[config.mk]
export PLATFORM = sky130hd
export DESIGN_NAME = segment_address_translation_table_unit_flat
export DESIGN_NICKNAME = d
export VERILOG_FILES = /design/src/design/satt_pkg.sv /design/src/design/satt_if.sv /design/src/design/satt_front.sv /design/src/design/satt_back.sv /design/src/design/segment_address_translation_table_unit.sv /design/src/flat_wrapper.sv
export VERILOG_INCLUDE_DIRS = /design/src /design/src/design
export SDC_FILE = /design/constraint.sdc
export NUM_CORES = 1
export LEC_CHECK = 0
export BUFFER_PORTS_ARGS = -buffer_cell sky130_fd_sc_hd__buf_2
export CAP_MARGIN = 40
export CORE_AREA = 2 2 39 41
export DETAILED_ROUTE_END_ITERATION = 6
export DIE_AREA = 0 0 41 43
export MAX_ROUTING_LAYER = met4
export PLACE_DENSITY_LB_ADDON = 0.1
export SLEW_MARGIN = 40
export SYNTH_ARGS = -nofsm -noshare
export SYNTH_HDL_FRONTEND = slang
export SYNTH_SLANG_ARGS = --single-unit
[constraint.sdc]
create_clock -name clk -period 4.95 [get_ports clk]
set_input_delay 0.7425 -clock clk [delete_from_list [all_inputs] [get_ports clk]]
set_output_delay 0.7425 -clock clk [all_outputs]
set_load 0.1 [all_outputs]
[src/design/assert_macros.svh]
// assertion macros for the segment translation table
`ifndef ASSERT_MACROS_SVH
`define ASSERT_MACROS_SVH
`ifndef SYNTHESIS
`define ASSERT_IMPL(label, clk, rst_n, prop) \
  label: assert property (@(posedge clk) disable iff (!rst_n) prop) \
    else $error("assertion failed");
`define ASSERT_NEVER(label, clk, rst_n, expr) \
  label: assert property (@(posedge clk) disable iff (!rst_n) !(expr)) \
    else $error("forbidden condition");
`else
`define ASSERT_IMPL(label, clk, rst_n, prop)
`define ASSERT_NEVER(label, clk, rst_n, expr)
`endif
`endif

[src/design/satt_pkg.sv]
// shared types and constants of the segment translation table
`default_nettype none
package satt_pkg;
  localparam int unsigned SegmentsDef = 16;
  localparam int unsigned AddrW = 64;

  typedef enum logic [1:0] {
    FUNC_ADD = 2'd0,
    FUNC_P2D = 2'd1,
    FUNC_D2P = 2'd2,
    FUNC_NOP = 2'd3
  } func_t;

  typedef enum logic [1:0] {
    ST_OK        = 2'd0,
    ST_NOT_FOUND = 2'd1,
    ST_EMPTY     = 2'd2,
    ST_FULL      = 2'd3
  } status_t;

  typedef struct packed {
    logic [1:0]       func;
    logic [AddrW-1:0] range_start;
    logic [AddrW-1:0] range_end;
    logic [AddrW-1:0] query_addr;
  } cmd_t;

  typedef struct packed {
    logic [AddrW-1:0] xlat_addr;
    logic [AddrW-1:0] seg_base_out;
    logic [1:0]       status;
  } rsp_t;

  // front to back: classified command
  typedef struct packed {
    cmd_t cmd;
    logic is_add;
    logic is_query;
  } fq_t;
endpackage
`default_nettype wire

[src/design/satt_if.sv]
// valid/ready channel carrying one item
`default_nettype none
interface satt_if #(parameter type T = logic) (input logic clk);
  logic valid;
  logic ready;
  T     data;
  modport source (output valid, output data, input ready);
  modport sink (input valid, input data, output ready);
endinterface
`default_nettype wire

[src/design/satt_front.sv]
// front: accepts items, classifies them, two-entry queue toward the back
`default_nettype none
module satt_front import satt_pkg::*; (
  input  logic clk,
  input  logic rst_n,
  input  logic in_valid,
  output logic in_ready,
  input  cmd_t in_data,
  output logic q_valid,
  input  logic q_ready,
  output fq_t  q_data
);
  fq_t        mem_r [2];
  logic       wp_r, rp_r;
  logic [1:0] cnt_r;
  fq_t        cls;
  logic       push, pop;

  always_comb begin
    cls.cmd      = in_data;
    cls.is_add   = (in_data.func == FUNC_ADD);
    cls.is_query = (in_data.func == FUNC_P2D) || (in_data.func == FUNC_D2P);
  end

  assign in_ready = (cnt_r != 2'd2);
  assign push     = in_valid && in_ready;
  assign q_valid  = (cnt_r != 2'd0);
  assign pop      = q_valid && q_ready;
  assign q_data   = mem_r[rp_r];

  always_ff @(posedge clk) begin
    if (!rst_n) begin
      wp_r <= 1'b0; rp_r <= 1'b0; cnt_r <= 2'd0;
    end else begin
      if (push) wp_r <= ~wp_r;
      if (pop) rp_r <= ~rp_r;
      cnt_r <= cnt_r + {1'b0, push} - {1'b0, pop};
    end
  end

  always_ff @(posedge clk) begin
    if (push) mem_r[wp_r] <= cls;
  end
endmodule
`default_nettype wire

[src/design/satt_back.sv]
// back: segment table, parallel compare, priority pick, output register
`default_nettype none
module satt_back import satt_pkg::*; #(
  parameter int unsigned SEGMENTS = SegmentsDef
) (
  input  logic clk,
  input  logic rst_n,
  input  logic q_valid,
  output logic q_ready,
  input  fq_t  q_data,
  output logic out_valid,
  input  logic out_ready,
  output rsp_t out_data,
  output logic [$clog2(SEGMENTS+1)-1:0] count_o
);
  localparam int unsigned CW = $clog2(SEGMENTS+1);
  localparam int unsigned IW = (SEGMENTS > 1) ? $clog2(SEGMENTS) : 1;

  logic [AddrW-1:0] first_r [SEGMENTS];
  logic [AddrW-1:0] last_r  [SEGMENTS];
  logic [AddrW-1:0] off_r   [SEGMENTS];
  logic [CW-1:0]    count_r;

  // stage 1: registered per-segment hit vector
  logic             s1_v_r;
  fq_t              s1_r;
  logic [SEGMENTS-1:0] hit_r;
  logic [SEGMENTS-1:0] hit_nxt;

  logic             ov_r;
  rsp_t             od_r;
  rsp_t             od_nxt;

  logic             s1_go, take;
  logic [IW-1:0]    lidx;
  logic             merge;
  logic [AddrW-1:0] packed_sz;

  assign count_o   = count_r;
  assign out_valid = ov_r;
  assign out_data  = od_r;
  // one item in flight at a time: table updates complete before the next compare
  assign s1_go   = s1_v_r && (!ov_r || out_ready);
  assign q_ready = !s1_v_r && !(ov_r && !out_ready);
  assign take    = q_valid && q_ready;

  always_comb begin
    for (int i = 0; i < SEGMENTS; i++) begin
      if (q_data.cmd.func == FUNC_P2D)
        hit_nxt[i] = (CW'(i) < count_r) && (q_data.cmd.query_addr >= first_r[i]) &&
                     (q_data.cmd.query_addr <= last_r[i]);
      else
        hit_nxt[i] = (CW'(i) < count_r) &&
                     (q_data.cmd.query_addr >= first_r[i] - off_r[i]) &&
                     (q_data.cmd.query_addr <= last_r[i] - off_r[i]);
    end
  end

  always_ff @(posedge clk) begin
    if (!rst_n) s1_v_r <= 1'b0;
    else if (take) s1_v_r <= 1'b1;
    else if (s1_go) s1_v_r <= 1'b0;
  end

  always_ff @(posedge clk) begin
    if (take) begin
      s1_r  <= q_data;
      hit_r <= hit_nxt;
    end
  end

  // add path
  always_comb begin
    lidx      = IW'(count_r - CW'(1));
    merge     = (count_r != '0) && ((last_r[lidx] == '1) ||
                (s1_r.cmd.range_start <= last_r[lidx] + AddrW'(1)));
    packed_sz = (count_r == '0) ? '0 : (last_r[lidx] + AddrW'(1) - off_r[lidx]);
  end

  // priority pick of the first hit
  logic [IW-1:0] sel;
  logic          any;
  always_comb begin
    sel = '0; any = 1'b0;
    for (int i = SEGMENTS - 1; i >= 0; i--) begin
      if (hit_r[i]) begin
        sel = IW'(i); any = 1'b1;
      end
    end
  end

  // result of the item in stage 1
  always_comb begin
    od_nxt        = '0;
    od_nxt.status = ST_NOT_FOUND;
    if (s1_r.is_add) begin
      if (!merge && (count_r == CW'(SEGMENTS))) od_nxt.status = ST_FULL;
      else od_nxt.status = ST_OK;
    end else if (s1_r.is_query) begin
      if (count_r == '0) od_nxt.status = ST_EMPTY;
      else if (any) begin
        od_nxt.status = ST_OK;
        if (s1_r.cmd.func == FUNC_P2D) begin
          od_nxt.xlat_addr    = s1_r.cmd.query_addr - off_r[sel];
          od_nxt.seg_base_out = off_r[sel];
        end else begin
          od_nxt.xlat_addr = s1_r.cmd.query_addr + off_r[sel];
        end
      end
    end
  end

  always_ff @(posedge clk) begin
    if (!rst_n) begin
      count_r <= '0;
      ov_r    <= 1'b0;
    end else begin
      if (s1_go) ov_r <= 1'b1;
      else if (out_ready) ov_r <= 1'b0;
      if (s1_go && s1_r.is_add && !merge && (count_r != CW'(SEGMENTS)))
        count_r <= count_r + CW'(1);
    end
  end

  always_ff @(posedge clk) begin
    if (s1_go) od_r <= od_nxt;
  end

  // table update: grow the last segment or, if the table is not full, append a new one
  always_ff @(posedge clk) begin
    if (s1_go && s1_r.is_add) begin
      if (merge) begin
        if (s1_r.cmd.range_end > last_r[lidx]) last_r[lidx] <= s1_r.cmd.range_end;
      end else if (count_r != CW'(SEGMENTS)) begin
        first_r[IW'(count_r)] <= s1_r.cmd.range_start;
        last_r[IW'(count_r)]  <= s1_r.cmd.range_end;
        off_r[IW'(count_r)]   <= s1_r.cmd.range_start - packed_sz;
      end
    end
  end
endmodule
`default_nettype wire

[src/design/segment_address_translation_table_unit.sv]
// top level of the segment address translation table
//
// channel  dir  fields
// in_      in   func, range_start, range_end, query_addr
// out_     out  xlat_addr, seg_base_out, status
//
// an item passes the queue, the compare register and the pick/update (result register) in order;
// the back works on one item at a time: it takes no new item from the queue until the
// current one has left the compare register for the result register
// reset clears the segment count and the queue; table entries are written before use
// a stalled result holds the back, the two-entry queue keeps taking items meanwhile
`default_nettype none
`include "assert_macros.svh"
module segment_address_translation_table_unit import satt_pkg::*; #(
  parameter int unsigned SEGMENTS = SegmentsDef
) (
  input  logic clk,
  input  logic rst_n,
  satt_if.sink   in_ch,
  satt_if.source out_ch
);
  logic q_valid, q_ready;
  fq_t  q_data;
  rsp_t out_d;
  logic [$clog2(SEGMENTS+1)-1:0] count;

  satt_front u_front (
    .clk(clk), .rst_n(rst_n),
    .in_valid(in_ch.valid), .in_ready(in_ch.ready), .in_data(in_ch.data),
    .q_valid(q_valid), .q_ready(q_ready), .q_data(q_data)
  );

  satt_back #(.SEGMENTS(SEGMENTS)) u_back (
    .clk(clk), .rst_n(rst_n),
    .q_valid(q_valid), .q_ready(q_ready), .q_data(q_data),
    .out_valid(out_ch.valid), .out_ready(out_ch.ready), .out_data(out_d),
    .count_o(count)
  );
  assign out_ch.data = out_d;

  // segment count never exceeds the table size
  `ASSERT_NEVER(a_count_max, clk, rst_n, count > ($clog2(SEGMENTS+1))'(SEGMENTS))
  // a full-table status only when the table is full
  `ASSERT_IMPL(a_full, clk, rst_n,
    (out_ch.valid && out_d.status == ST_FULL) |-> (count == ($clog2(SEGMENTS+1))'(SEGMENTS)))
  // a stalled result is held
  `ASSERT_IMPL(a_hold, clk, rst_n,
    (out_ch.valid && !out_ch.ready) |=> (out_ch.valid && $stable(out_d)))
endmodule
`default_nettype wire
[src/flat_wrapper.sv]
// flat-port wrapper written by rule: the top's interface ports become plain ports
module segment_address_translation_table_unit_flat import satt_pkg::*;
#(
  parameter int unsigned SEGMENTS = SegmentsDef
)
  (clk, rst_n, in_ch_valid, in_ch_data, in_ch_ready, out_ch_valid, out_ch_data, out_ch_ready);
  satt_if in_ch_i (.clk(clk));
  satt_if out_ch_i (.clk(clk));
  input  logic clk;
  input  logic rst_n;
  input wire logic [$bits(in_ch_i.valid)-1:0] in_ch_valid;
  input wire logic [$bits(in_ch_i.data)-1:0] in_ch_data;
  output wire logic [$bits(in_ch_i.ready)-1:0] in_ch_ready;
  output wire logic [$bits(out_ch_i.valid)-1:0] out_ch_valid;
  output wire logic [$bits(out_ch_i.data)-1:0] out_ch_data;
  input wire logic [$bits(out_ch_i.ready)-1:0] out_ch_ready;
  assign in_ch_i.valid = in_ch_valid;
  assign in_ch_i.data = in_ch_data;
  assign in_ch_ready = in_ch_i.ready;
  assign out_ch_valid = out_ch_i.valid;
  assign out_ch_data = out_ch_i.data;
  assign out_ch_i.ready = out_ch_ready;
  segment_address_translation_table_unit #(.SEGMENTS(SEGMENTS)) u_core (.clk(clk), .rst_n(rst_n), .in_ch(in_ch_i), .out_ch(out_ch_i));
endmodule
Word level (Yosys, flattened, before mapping)
Memory sizes are Yosys's and may differ from the RTL's. A register that Yosys moved wholly into a read port is not among the register bits.
Index checks and enable logic that the tools add are counted.

cells by class
  add/sub/neg operators = 39
  eq/ne operators = 5
  bitwise operators = 2
  $lt $le $gt $ge = 82
  reduce and logical (&&, ||, !) cells = 87
  multiplexer cells = 57

operators by type and width
  cell                                                                 number
  64-bit subtractor                                                    34
  64-bit less-or-equal comparator                                      33
  64-bit >= comparator                                                 32
  64-bit 2-to-1 mux                                                    2
  1-bit logical AND                                                    74
  64-bit by 1-bit adder with 64-bit output, second input constant      1
  64-bit == test, second input constant                                1
  64-bit greater-than comparator                                       1
  64-bit OR reduction                                                  1
  1-bit 2-to-1 mux                                                     54
  4-bit by 5-bit < comparator with 1-bit output, first input constant  8
  3-bit by 5-bit < comparator with 1-bit output, first input constant  4
  1-bit by 5-bit < comparator with 1-bit output, first input constant  2
  2-bit by 5-bit < comparator with 1-bit output, first input constant  2
  2-bit nonzero test                                                   3
  5-bit by 1-bit adder with 5-bit output, second input constant        1
  5-bit == test, second input constant                                 1
  1-bit logical NOT                                                    5
  5-bit logical NOT                                                    1
  5-bit != test, second input constant                                 1
  5-bit nonzero test                                                   1
  4-bit 2-to-1 mux                                                     1
  4-bit by 1-bit subtractor with 4-bit output, second input constant   1
  2-bit by 1-bit adder with 2-bit output                               1
  other kinds (5)                                                      7

storage, ports and cells
  bits of input ports = 5
  flip-flop bits (word level) = 158
  memories kept = 4
  bits in writable memories = 3074
  output and inout port bits = 3

memory list
  memory                 depth  bits a word  read ports  clocked after Yosys merged registers in  write ports  RTL line          text
  u_core.u_back.first_r  16     64           16          0                                        1            satt_back.sv:19   logic [AddrW-1:0] first_r [SEGMENTS];
  u_core.u_back.last_r   16     64           17          0                                        1            satt_back.sv:20   logic [AddrW-1:0] last_r [SEGMENTS];
  u_core.u_back.off_r    16     64           17          0                                        1            satt_back.sv:21   logic [AddrW-1:0] off_r [SEGMENTS];
  u_core.u_front.mem_r   2      1            1           1                                        1            satt_front.sv:13  fq_t mem_r [2];

Logic depth before layout (Yosys ltp)
Gate-level depths: netlist of run 1.

  depth after elaboration = 20
  depth in mapped cells = 8

Modules after synthesis
From an unflattened synthesis of run 1, not the netlist that was laid out.

second synthesis, totals
  cell total of the unflattened synthesis = 36584
  area, all modules = 360115.4 um^2

modules (own cells, without submodules)
  module                                  area an instance (um^2)  cells each  times used
  satt_back                               345108.5                 35941       1
  satt_front                              15003.1                  642         1
  segment_address_translation_table_unit  3.8                      1           1

Worst setup path after synthesis of run 1
Ideal clock, no wire load.

  path type = register -> register
  from = register u_core.u_back.ov_r, in the netlist u_core.u_back.out_valid
  to = register u_core.u_front.cnt_r[1]
  library setup time = 0.115 ns
  cell stages (with the launch flop) = 9
  clock period less this slack = 2.304 ns
  path buffers = 0
  data arrival time = 2.189 ns
  path slack = 2.646 ns
  cells stage by stage = dfxtp_1 > nor2b_1 > nor3_1 > ha_1 > inv_1 > ha_1 > xnor2_1 > xnor2_1 > and2_1

on the way
  word-level cells in the longest chain between the ends = 5

RTL lines
  element                                      RTL line          text
  start, declared                              satt_back.sv:30   logic ov_r;
  start signal, assigned                       satt_back.sv:116  ov_r <= 1'b0;
  start signal, assigned                       satt_back.sv:118  if (s1_go) ov_r <= 1'b1;
  start signal, assigned                       satt_back.sv:119  else if (out_ready) ov_r <= 1'b0;
  1-bit logical AND                            satt_back.sv:44   assign q_ready = !s1_v_r && !(ov_r && !out_ready);
  1-bit logical NOT                            satt_back.sv:44
  1-bit logical AND                            satt_back.sv:44
  1-bit logical AND                            n/a
  net u_core.u_back.take                       satt_back.sv:34   logic s1_go, take;
  2-bit by 1-bit subtractor with 2-bit output  satt_front.sv:37  cnt_r <= cnt_r + {1'b0, push} - {1'b0, pop};
  end signal, assigned                         satt_front.sv:37
  end, declared                                satt_front.sv:15  logic [1:0] cnt_r;

The timed path passes the listed nets, and every way through them passes these cells.
A chain may end at the register's enable or synchronous reset.

Worst setup path in the final report of run 1
  from = input port out_ch_ready
  to = register u_core.u_front.cnt_r[1]

on the way
  word-level cells in the longest chain between the ends = 6

RTL lines
  element                                      RTL line            text
  start, declared                              flat_wrapper.sv:16  input wire logic [$bits(out_ch_i.ready)-1:0] out_ch_ready;
  1-bit logical NOT                            satt_back.sv:44
  1-bit logical AND                            satt_back.sv:44
  1-bit logical NOT                            satt_back.sv:44
  1-bit logical AND                            satt_back.sv:44
  1-bit logical AND                            n/a
  net u_core.u_back.take                       satt_back.sv:34
  2-bit by 1-bit subtractor with 2-bit output  satt_front.sv:37

The timed path passes the listed nets, and every way through them passes these cells.

==> results.md, run 1 <==
Route:
- In the final routed layout, each cell accounts on average for 7.896 um.
- In this run the remaining antenna-violating nets after routing total 0.
- The via density per instance is 3.646.
- The final wirelength is 379 um.
- The total via count after detailed routing is 175.
- In the routed design, unresolved DRC markers number 0.
- The number of DRC markers after the initial detailed-route iteration is 1.
- The first detailed-routing pass took 2 iterations.

Finish:
- The share of cells above drive strength 1 is 28.13%.
- The layout net count is 40.
- The final core utilization is 21.79%.
- The repair_antennas step left the layout with diodes totalling 0.
- Compared with the post-synthesis result, the final layout area differs by 31.69%.

Power and ir drop:
- The share of total power dissipated in combinational logic is 46.3%.
- The leakage power summed over all cells is 0.1371 nW.
- The internal power is 0.1165 mW.
- Dividing total power by cell area gives a power density of 677.8 nW/um^2.
- Of the total power, the share spent switching nets is 42.99%.
- The sequential cell fraction of total power is 30.0%.
- VDD sags by at most 0.0001364 V.
- The clock network accounts for 23.6% of the total power.
- Summed over all nets, the switching power comes to 0.08786 mW.

Run status:
- The run finished with clean final reports.

Timing:
- The number of setup violations in the final report is 0.
- Setup repair after global routing left no endpoint under its margin.
- The clock arrives with 5.432 ps of skew.
- The clock period minus final worst setup slack is 1939 ps.
- The final count of pins violating max slew is 0.
- The final sum of negative setup slack is 0 ps.
- The hold violation total from the final report is 0.
- After layout, the worst path uses 39.17% of the clock period.
- Static timing analysis puts the maximum clock frequency at 0.5157 GHz.
- After layout, the worst setup slack is 3011 ps.

CTS:
- In this run the post-CTS setup repair buffer count came out at 0.
- The clock network latency to the later pin of the worst-skew pair is 240 ps.
- The clock passes through at most 2 buffers.
- The clock transition at the registers of the reported paths is 50 ps.
- The number of CTS-inserted buffers is 3.
- The clock sink count is 5.
- The quantity of gates resized following cts is 0.
- The quantity of hold-fixing buffers added after cts is 0.
- The clock tree from TritonCTS is done.
- In this run the number of H-tree levels came out at 1.
- The cell chosen for the clock root is sky130_fd_sc_hd__clkbuf_4.

Critical path:
- The type of the setup path with the least slack is in2reg.
- On the critical path, the stage with the largest delay is an instance of sky130_fd_sc_hd__ha_1.
- The worst path required time is 5080 ps.
- The critical path goes through buf_2 -> nor2b_1 -> nor3_1 -> ha_1 -> inv_1 -> ha_1 -> xnor2_1 -> xnor2_1 -> and2_1.
- STA classifies the critical path endpoint as a flip-flop.
- On the worst path, the slowest cell contributes a delay of 280 ps.
- Data on the critical path arrives at its endpoint at 2070 ps.
- The top fanout value on the critical path is 4.
- The worst setup path is launched from an input pin.

Synth:
- The area of the mapped netlist is 229.0 um^2.
- The number of cells produced by synthesis is 23.
- Sorting the synthesized cells by area gives the leading types as sky130_fd_sc_hd__dfxtp_1 (35%), sky130_fd_sc_hd__edfxtp_1 (13%), sky130_fd_sc_hd__ha_1 (11%).
- The fraction of post-synthesis cell area in the top cell type by area is 34.97%.
- Of all cell types, the one taking the most synthesized area is sky130_fd_sc_hd__dfxtp_1.
- The number of nets in the synthesized netlist is 30.
- The sequential element share of the synthesized area is 48.09%.
- Yosys printed 0 warnings.
- The number of unique standard cell types used by synthesis is 14.
- The per-instance average area after synthesis is 9.955 um^2.
- Counting flops and latches in the post-synthesis netlist gives 5.

Placement:
- At the end of routability-driven placement, the weighted congestion stood at 0.6371.
- The post-detailed-placement half-perimeter wirelength is 286.2 um.
- The port buffer count is 6.
- Timing analysis after detailed placement gives a worst setup slack of 2761 ps.

Global routing:
- The number of antenna violations at the first check in global routing is 0.
- The overall overflow remaining after global route is 0.
- The total global routing track utilization is 5.888%.
- The number of global-route vias before repair is 180.
- The pin count of the biggest net entering global routing is 5.
- The first global-routing pass estimated 607 um of wire.

Flow run:
- The tool flagged a number of max-cap violations equal to 0.

Floorplan:
- The placeable core area is 1384 um^2.
- The horizontal die dimension is 41 um.
- In this run the vertical extent of the chip is 43 um.
- The number of core rows is 14.
- The die covers 1763 um^2.
- In this run the count of I/O pins placed on the die edge is 8.
- For this configuration, the core starts out at a cell density of 16.55%.

Worst hold path:
- The tightest min-delay check is of the reg2reg type.
state kept, by name, indices dropped and copies added (netlist names):
register,flops
u_core.u_back.s1_v_r,1
u_core.u_front.cnt_r,2
u_core.u_back.out_data,1
u_core.u_back.out_valid,1
logic make-up after synthesis:
group / synth area share (%)
DFF: 48.09
AOI/OAI and AO/OA: 6.555
xor gates and xnor gates: 7.652
other: 1.638
adders and majority gates: 10.93
buffers and inverters: 3.276
and+or+nand+nor: 21.85
synth_stat cells (all sizes together):
master	n
nor3	1
nand2	1
inv	1
edfxtp	1
o21a	2
nand2b	1
ha	2
xnor2	2
and2	3
dfxtp	4
clkbuf	1
nor2	1
conb	1
nor2b	2
power groups by stage:
stage,registers (mW),clock network (mW),logic [mW]
CTS,0.0617,0.0490,0.0968
detailed placement,0.0623,0,0.0953
global placement,0.0622,0,0.0944
floorplan,0.0831,0,0.0607
global route,0.0635,0.0516,0.104
finish,0.0614,0.0483,0.0947
final cells by class:
class	count	area, um^2
fillers	149	1082
multi-input cells	16	111.4
flip-flops and latches	5	110.1
repair buffers	6	30.03
clock buffers	4	26.28
well taps	16	20.02
inverters	1	3.754
placed cells by master (no fill, tap or decap), drive strengths merged:
master / count
and2: 3
buf: 6
clkbuf: 4
conb: 1
dfxtp: 4
edfxtp: 1
ha: 2
inv: 1
nand2: 1
nand2b: 1
nor2: 1
nor2b: 2
nor3: 1
o21a: 2
xnor2: 2
worst paths after layout:
check | startpoint | end | slack [ps] | cells past startpoint
worst max-delay path | out_ch_ready | u_core.u_front.cnt_r[1] | 3010 | 9
worst min register to register | u_core.u_back.s1_v_r | u_core.u_back.out_valid | 510 | 1
worst min-delay path | u_core.u_back.s1_v_r | u_core.u_back.out_valid | 510 | 1
worst max register to register | u_core.u_back.out_valid | u_core.u_front.cnt_r[1] | 3240 | 8
layer usage:
| layer | vias up | wire (um) | global-route usage, % | part of all wire, % |
|---|---|---|---|---|
| li1 | 91 | - | - | - |
| met1 | 81 | 148 | 4.560 | 39 |
| met2 | 3 | 210 | 8.750 | 55 |
| met3 | 0 | 20 | 3.141 | 5.3 |
| met4 | 0 | 0 | 6.000 | 0 |
| met5 | - | 0 | - | 0 |
per-stage QoR:
step                power [mW]  std cells  area [um^2]  hold slack (ps)
floorplan               0.1439         23        229.0            469.9
global placement        0.1566         44        275.3            494.0
detailed placement      0.1576         44        275.3            492.4
CTS                     0.2075         48        301.5            505.7
global route            0.2187         48        301.5            527.1
finish                  0.2044         48        301.5            508.2
critical path, delay by kind of cell:
kind	cells	cell delay, ps
AND/OR/NAND/NOR	3	460
adder cells (fa/ha/maj)	2	470
XOR/XNOR	2	250
buffers and inverters	2	140
No activity file was read; power rests on OpenSTA's default activity.
==> run 2: changes to the inputs <==
--- a/config.mk
+++ b/config.mk
@@ -6,6 +6,7 @@
 export SDC_FILE = /design/constraint.sdc
 export NUM_CORES = 1
 export LEC_CHECK = 0
+export ABC_AREA = 1
 export BUFFER_PORTS_ARGS = -buffer_cell sky130_fd_sc_hd__buf_2
 export CAP_MARGIN = 40
 export CORE_AREA = 2 2 39 41
==> constraint.sdc (replaced) <==
create_clock -name clk -period 1.9 [get_ports clk]
set_input_delay 0.285 -clock clk [delete_from_list [all_inputs] [get_ports clk]]
set_output_delay 0.285 -clock clk [all_outputs]
set_load 0.1 [all_outputs]
==> results.md, run 2 <==
Run status:
- The run finished with clean final reports.

Synth:
- The commonest cells after synthesis are sky130_fd_sc_hd__nand2_1 (6), sky130_fd_sc_hd__inv_1 (5), sky130_fd_sc_hd__dfxtp_1 (4).
- The cell with the most instances after synthesis is sky130_fd_sc_hd__nand2_1.
- The area of the mapped netlist is 242.7 um^2 (+6.0%).
- The per-instance average area after synthesis is 8.370 um^2 (-16%).
- The number of cells produced by synthesis is 29 (+26%).
- In the synthesized netlist the dominant register cell turns out to be sky130_fd_sc_hd__dfxtp_1.
- The proportion of register bits with asynchronous set or reset after synthesis is 0% (unchanged).
- The net count of the mapped netlist is 36 (+20%).
- The sequential element share of the synthesized area is 45.36% (-2.7 points).
- The number of register bits inferred by synthesis is 5 (unchanged).
- The count of flip-flops with a built-in enable after synthesis is 1 (unchanged).
- The number of unique standard cell types used by synthesis is 13 (-1).
- The library cell with the largest summed area after synthesis is sky130_fd_sc_hd__dfxtp_1.
- The count of synthesis-stage warnings from yosys is 0 (unchanged).
- The fraction of post-synthesis cell area in the top cell type by area is 32.99% (-2.0 points).
- By area the synthesized netlist is led by sky130_fd_sc_hd__dfxtp_1 (33%), sky130_fd_sc_hd__edfxtp_1 (12%), sky130_fd_sc_hd__ha_1 (10%).

Critical path:
- The kind of start point of the critical path is a flip-flop.
- The biggest cell delay along the critical path is 360 ps (+80 ps).
- The top fanout value on the critical path came to 4 (unchanged).
- The worst path required time is 2030 ps (-3050 ps).
- The count of buffer and inverter cells on the critical path is 2 (unchanged).
- The setup path with the least slack is of type reg2reg.
- The signal arrival time at the worst endpoint is 1720 ps (-350 ps).
- The worst setup path is captured at a flip-flop.
- The cell that appears most often on the critical path is sky130_fd_sc_hd__nand2_1.
- On the critical path the largest part of the delay comes from adder cells.
- The slowest stage of the critical path belongs to the cell sky130_fd_sc_hd__dfxtp_2.
- The critical path goes through nand2_1 -> o211ai_1 -> inv_1 -> ha_1 -> inv_1 -> ha_1 -> xor2_1 -> nand2_1 -> nand2_1 -> nor2_1.

Global routing:
- The pin count of the biggest net entering global routing is 5 (unchanged).
- The number of antenna violations at the first check in global routing was 0 (unchanged).
- The total global routing track utilization is 5.556% (-0.33 points).
- The number of global-route vias before repair is 162 (-10%).
- The wire length of the first global-routing pass came to 558 um (-8.1%).
- The overall overflow remaining after global route is 0 (unchanged).

Timing:
- The final worst setup slack was 314.1 ps (-2697 ps).
- Setup repair after global routing left no endpoint under its margin.
- Dividing the final minimum period by the clock period gives 83.47%.
- The hold violation total from the final report is 0 (unchanged).
- The smallest clock period supported by the final layout is computed as 1586 ps.
- The number of setup violations in the final report is 0 (unchanged).
- The final count of pins violating max slew was 0 (unchanged).
- The worst-case clock skew was 3.765 ps (-1.668 ps).
- The final sum of negative setup slack is 0 ps (unchanged).
- The fmax is 0.6306 GHz.

Route:
- The remaining antenna violation count is 0 (unchanged).
- The final wirelength came to 370 um (-2.4%).
- The number of DRC markers after the initial detailed-route iteration was 2 (+1).
- The number of detailed-routing iterations run before antenna repair is 2 (unchanged).
- The total DRC errors in the routed layout is 0 (unchanged).
- The via density per instance came to 3.455 (-5.2%).
- The average routed wire per standard cell is 6.727 um (-15%).
- The total via count after detailed routing is 190 (+8.6%).

Flow run:
- The max capacitance violation total is 0 (unchanged).

CTS:
- The H-tree depth reported by CTS was 1 (unchanged).
- The clock transition at the registers of the reported paths is 50 ps (about the same).
- The number of CTS-inserted buffers is 3 (unchanged).
- The clock sink count is 5 (unchanged).
- The quantity of gates resized following cts was 0 (unchanged).
- TritonCTS built the clock tree.
- The quantity of hold-fixing buffers added after cts is 0 (unchanged).
- The clock network latency to the later pin of the worst-skew pair is 240 ps (about the same).
- CTS placed an instance of sky130_fd_sc_hd__clkbuf_4 at the clock tree root.
- The maximum clock path buffer count came to 2 (unchanged).
- The count of buffers added by post-CTS timing repair for setup is 0 (unchanged).

Power and ir drop:
- The maximum vdd drop is 0.0004876 V (+260%).
- The relative contribution of combinational cells to total power is 48.0% (+1.7 points).
- The switching share of total power was 47.16% (+4.2 points).
- The sequential cell fraction of total power is 30.3% (+0.3 points).
- The areal power density over the cells is 1761 nW/um^2 (+160%).
- The switching power is 0.2680 mW (+210%).
- The clock network power share came to 21.7% (-1.9 points).
- The internal power is 0.3003 mW (+160%).
- The leakage power summed over all cells is 0.1673 nW (+22%).

Finish:
- The layout net count is 47 (+18%).
- The share of cells above drive strength 1 is 35.90% (+7.8 points).
- The combined area of the multi-input logic cells was 108.9 um^2 (-2.2%).
- The library cells used most frequently in the layout, excluding fill and tap cells, are sky130_fd_sc_hd__buf_2 (6), sky130_fd_sc_hd__nand2_1 (5), sky130_fd_sc_hd__inv_1 (5).
- The final antenna diode count is 0 (unchanged).
- The area used by sequential logic in the layout is 111.4 um^2 (+1.1%).
- The final-layout fill cell count was 159 (+6.7%).
- The library cell used most frequently in the layout, excluding fill and tap cells, is sky130_fd_sc_hd__buf_2.
- The area growth from synthesis to final layout is 32.99%.
- Counting flops per register, the top entry is u_core.u_front.cnt_r.
- The final core utilization is 23.33% (+1.5 points).
- The flip-flop count of the largest register after layout was 2 (unchanged).
- The area of all placed cells without fillers came to 322.8 um^2 (+7.1%).

Floorplan:
- The number of core rows is 14 (unchanged).
- The total I/O pin count is 8 (unchanged).
- The horizontal die dimension is 41 um (unchanged).
- The die boundary height is 43 um (unchanged).
- The full die area is 1763 um^2 (unchanged).
- The placeable core area is 1384 um^2 (unchanged).
- The starting density of the core was 17.54% (+0.99 points).

Placement:
- The worst setup slack after placement is 230.8 ps (-2530 ps).
- The port buffer count was 6 (unchanged).
- The post-detailed-placement half-perimeter wirelength was 302.8 um (+5.8%).
- The final estimated routing congestion in global placement was 0.6698 (+5.1%).
- The cell area after placement is 296.5 um^2 (+7.7%).

Worst hold path:
- The path type of the worst min-delay path is in2reg.
[run 2: cell count changes after synthesis, sizes merged, moves of 2 or more]
cell   change
o21a       -2
a21oi      +3
inv        +6
xnor2      -2
and2       -3
nand2      +5
nor2b      -2
[run 2: final timing paths]
kind                            from                       to  slack [ps]  cells after the start
min                            rst_n  u_core.u_front.cnt_r[0]         260                      3
max          u_core.u_back.out_valid  u_core.u_front.cnt_r[1]         310                     10
min reg2reg     u_core.u_back.s1_v_r     u_core.u_back.s1_v_r         500                      2
max reg2reg  u_core.u_back.out_valid  u_core.u_front.cnt_r[1]         310                     10
[run 2: layout make-up]
type	instances	share of cell area [%]
flip-flops and latches	5	34.50
clock buffers	4	8.140
multi-input cells	17	33.72
repair buffers	6	9.302
well taps	16	6.202
inverters	7	8.140
[run 2: per-layer routing]
| layer | global-route usage (%) | share of wire [%] | routed length [um] |
|---|---|---|---|
| met5 | - | 0 | 0 |
| met4 | 4.000 | 0 | 0 |
| met3 | 6.283 | 9.5 | 35 |
| met2 | 7.187 | 46 | 172 |
| met1 | 4.180 | 44 | 162 |
[run 2: power groups by stage]
stage / Clock (mW) / Combinational, mW / Sequential (mW)
after floorplan: 0 / 0.175 / 0.234
after global placement: 0 / 0.276 / 0.175
after detailed placement: 0 / 0.275 / 0.175
after CTS: 0.132 / 0.277 / 0.172
after global routing: 0.137 / 0.299 / 0.177
final: 0.123 / 0.273 / 0.172
[run 2: stage by stage]
| stage | instances | hold WS (ps) | total power [mW] |
|---|---|---|---|
| floorplan | 29 | 378.5 | 0.4092 |
| global placement | 51 | 486.0 | 0.4509 |
| detailed placement | 51 | 491.1 | 0.4494 |
| CTS | 55 | 252.9 | 0.5807 |
| global route | 55 | 266.2 | 0.6126 |
| finish | 55 | 260.0 | 0.5683 |
[run 2: tightest hold or removal path: cells and delay by family]
kind | cells | cell delay, ps
buffers and inverters | 2 | 140
and+or+nand+nor | 1 | 50
[run 2: cell families after synthesis]
logic type,synth area share (%)
compound gates,13.92
xor+xnor,3.609
fa+ha+maj,10.31
buf+inv,10.83
flops,45.36
other cells,1.545
simple gates,14.43
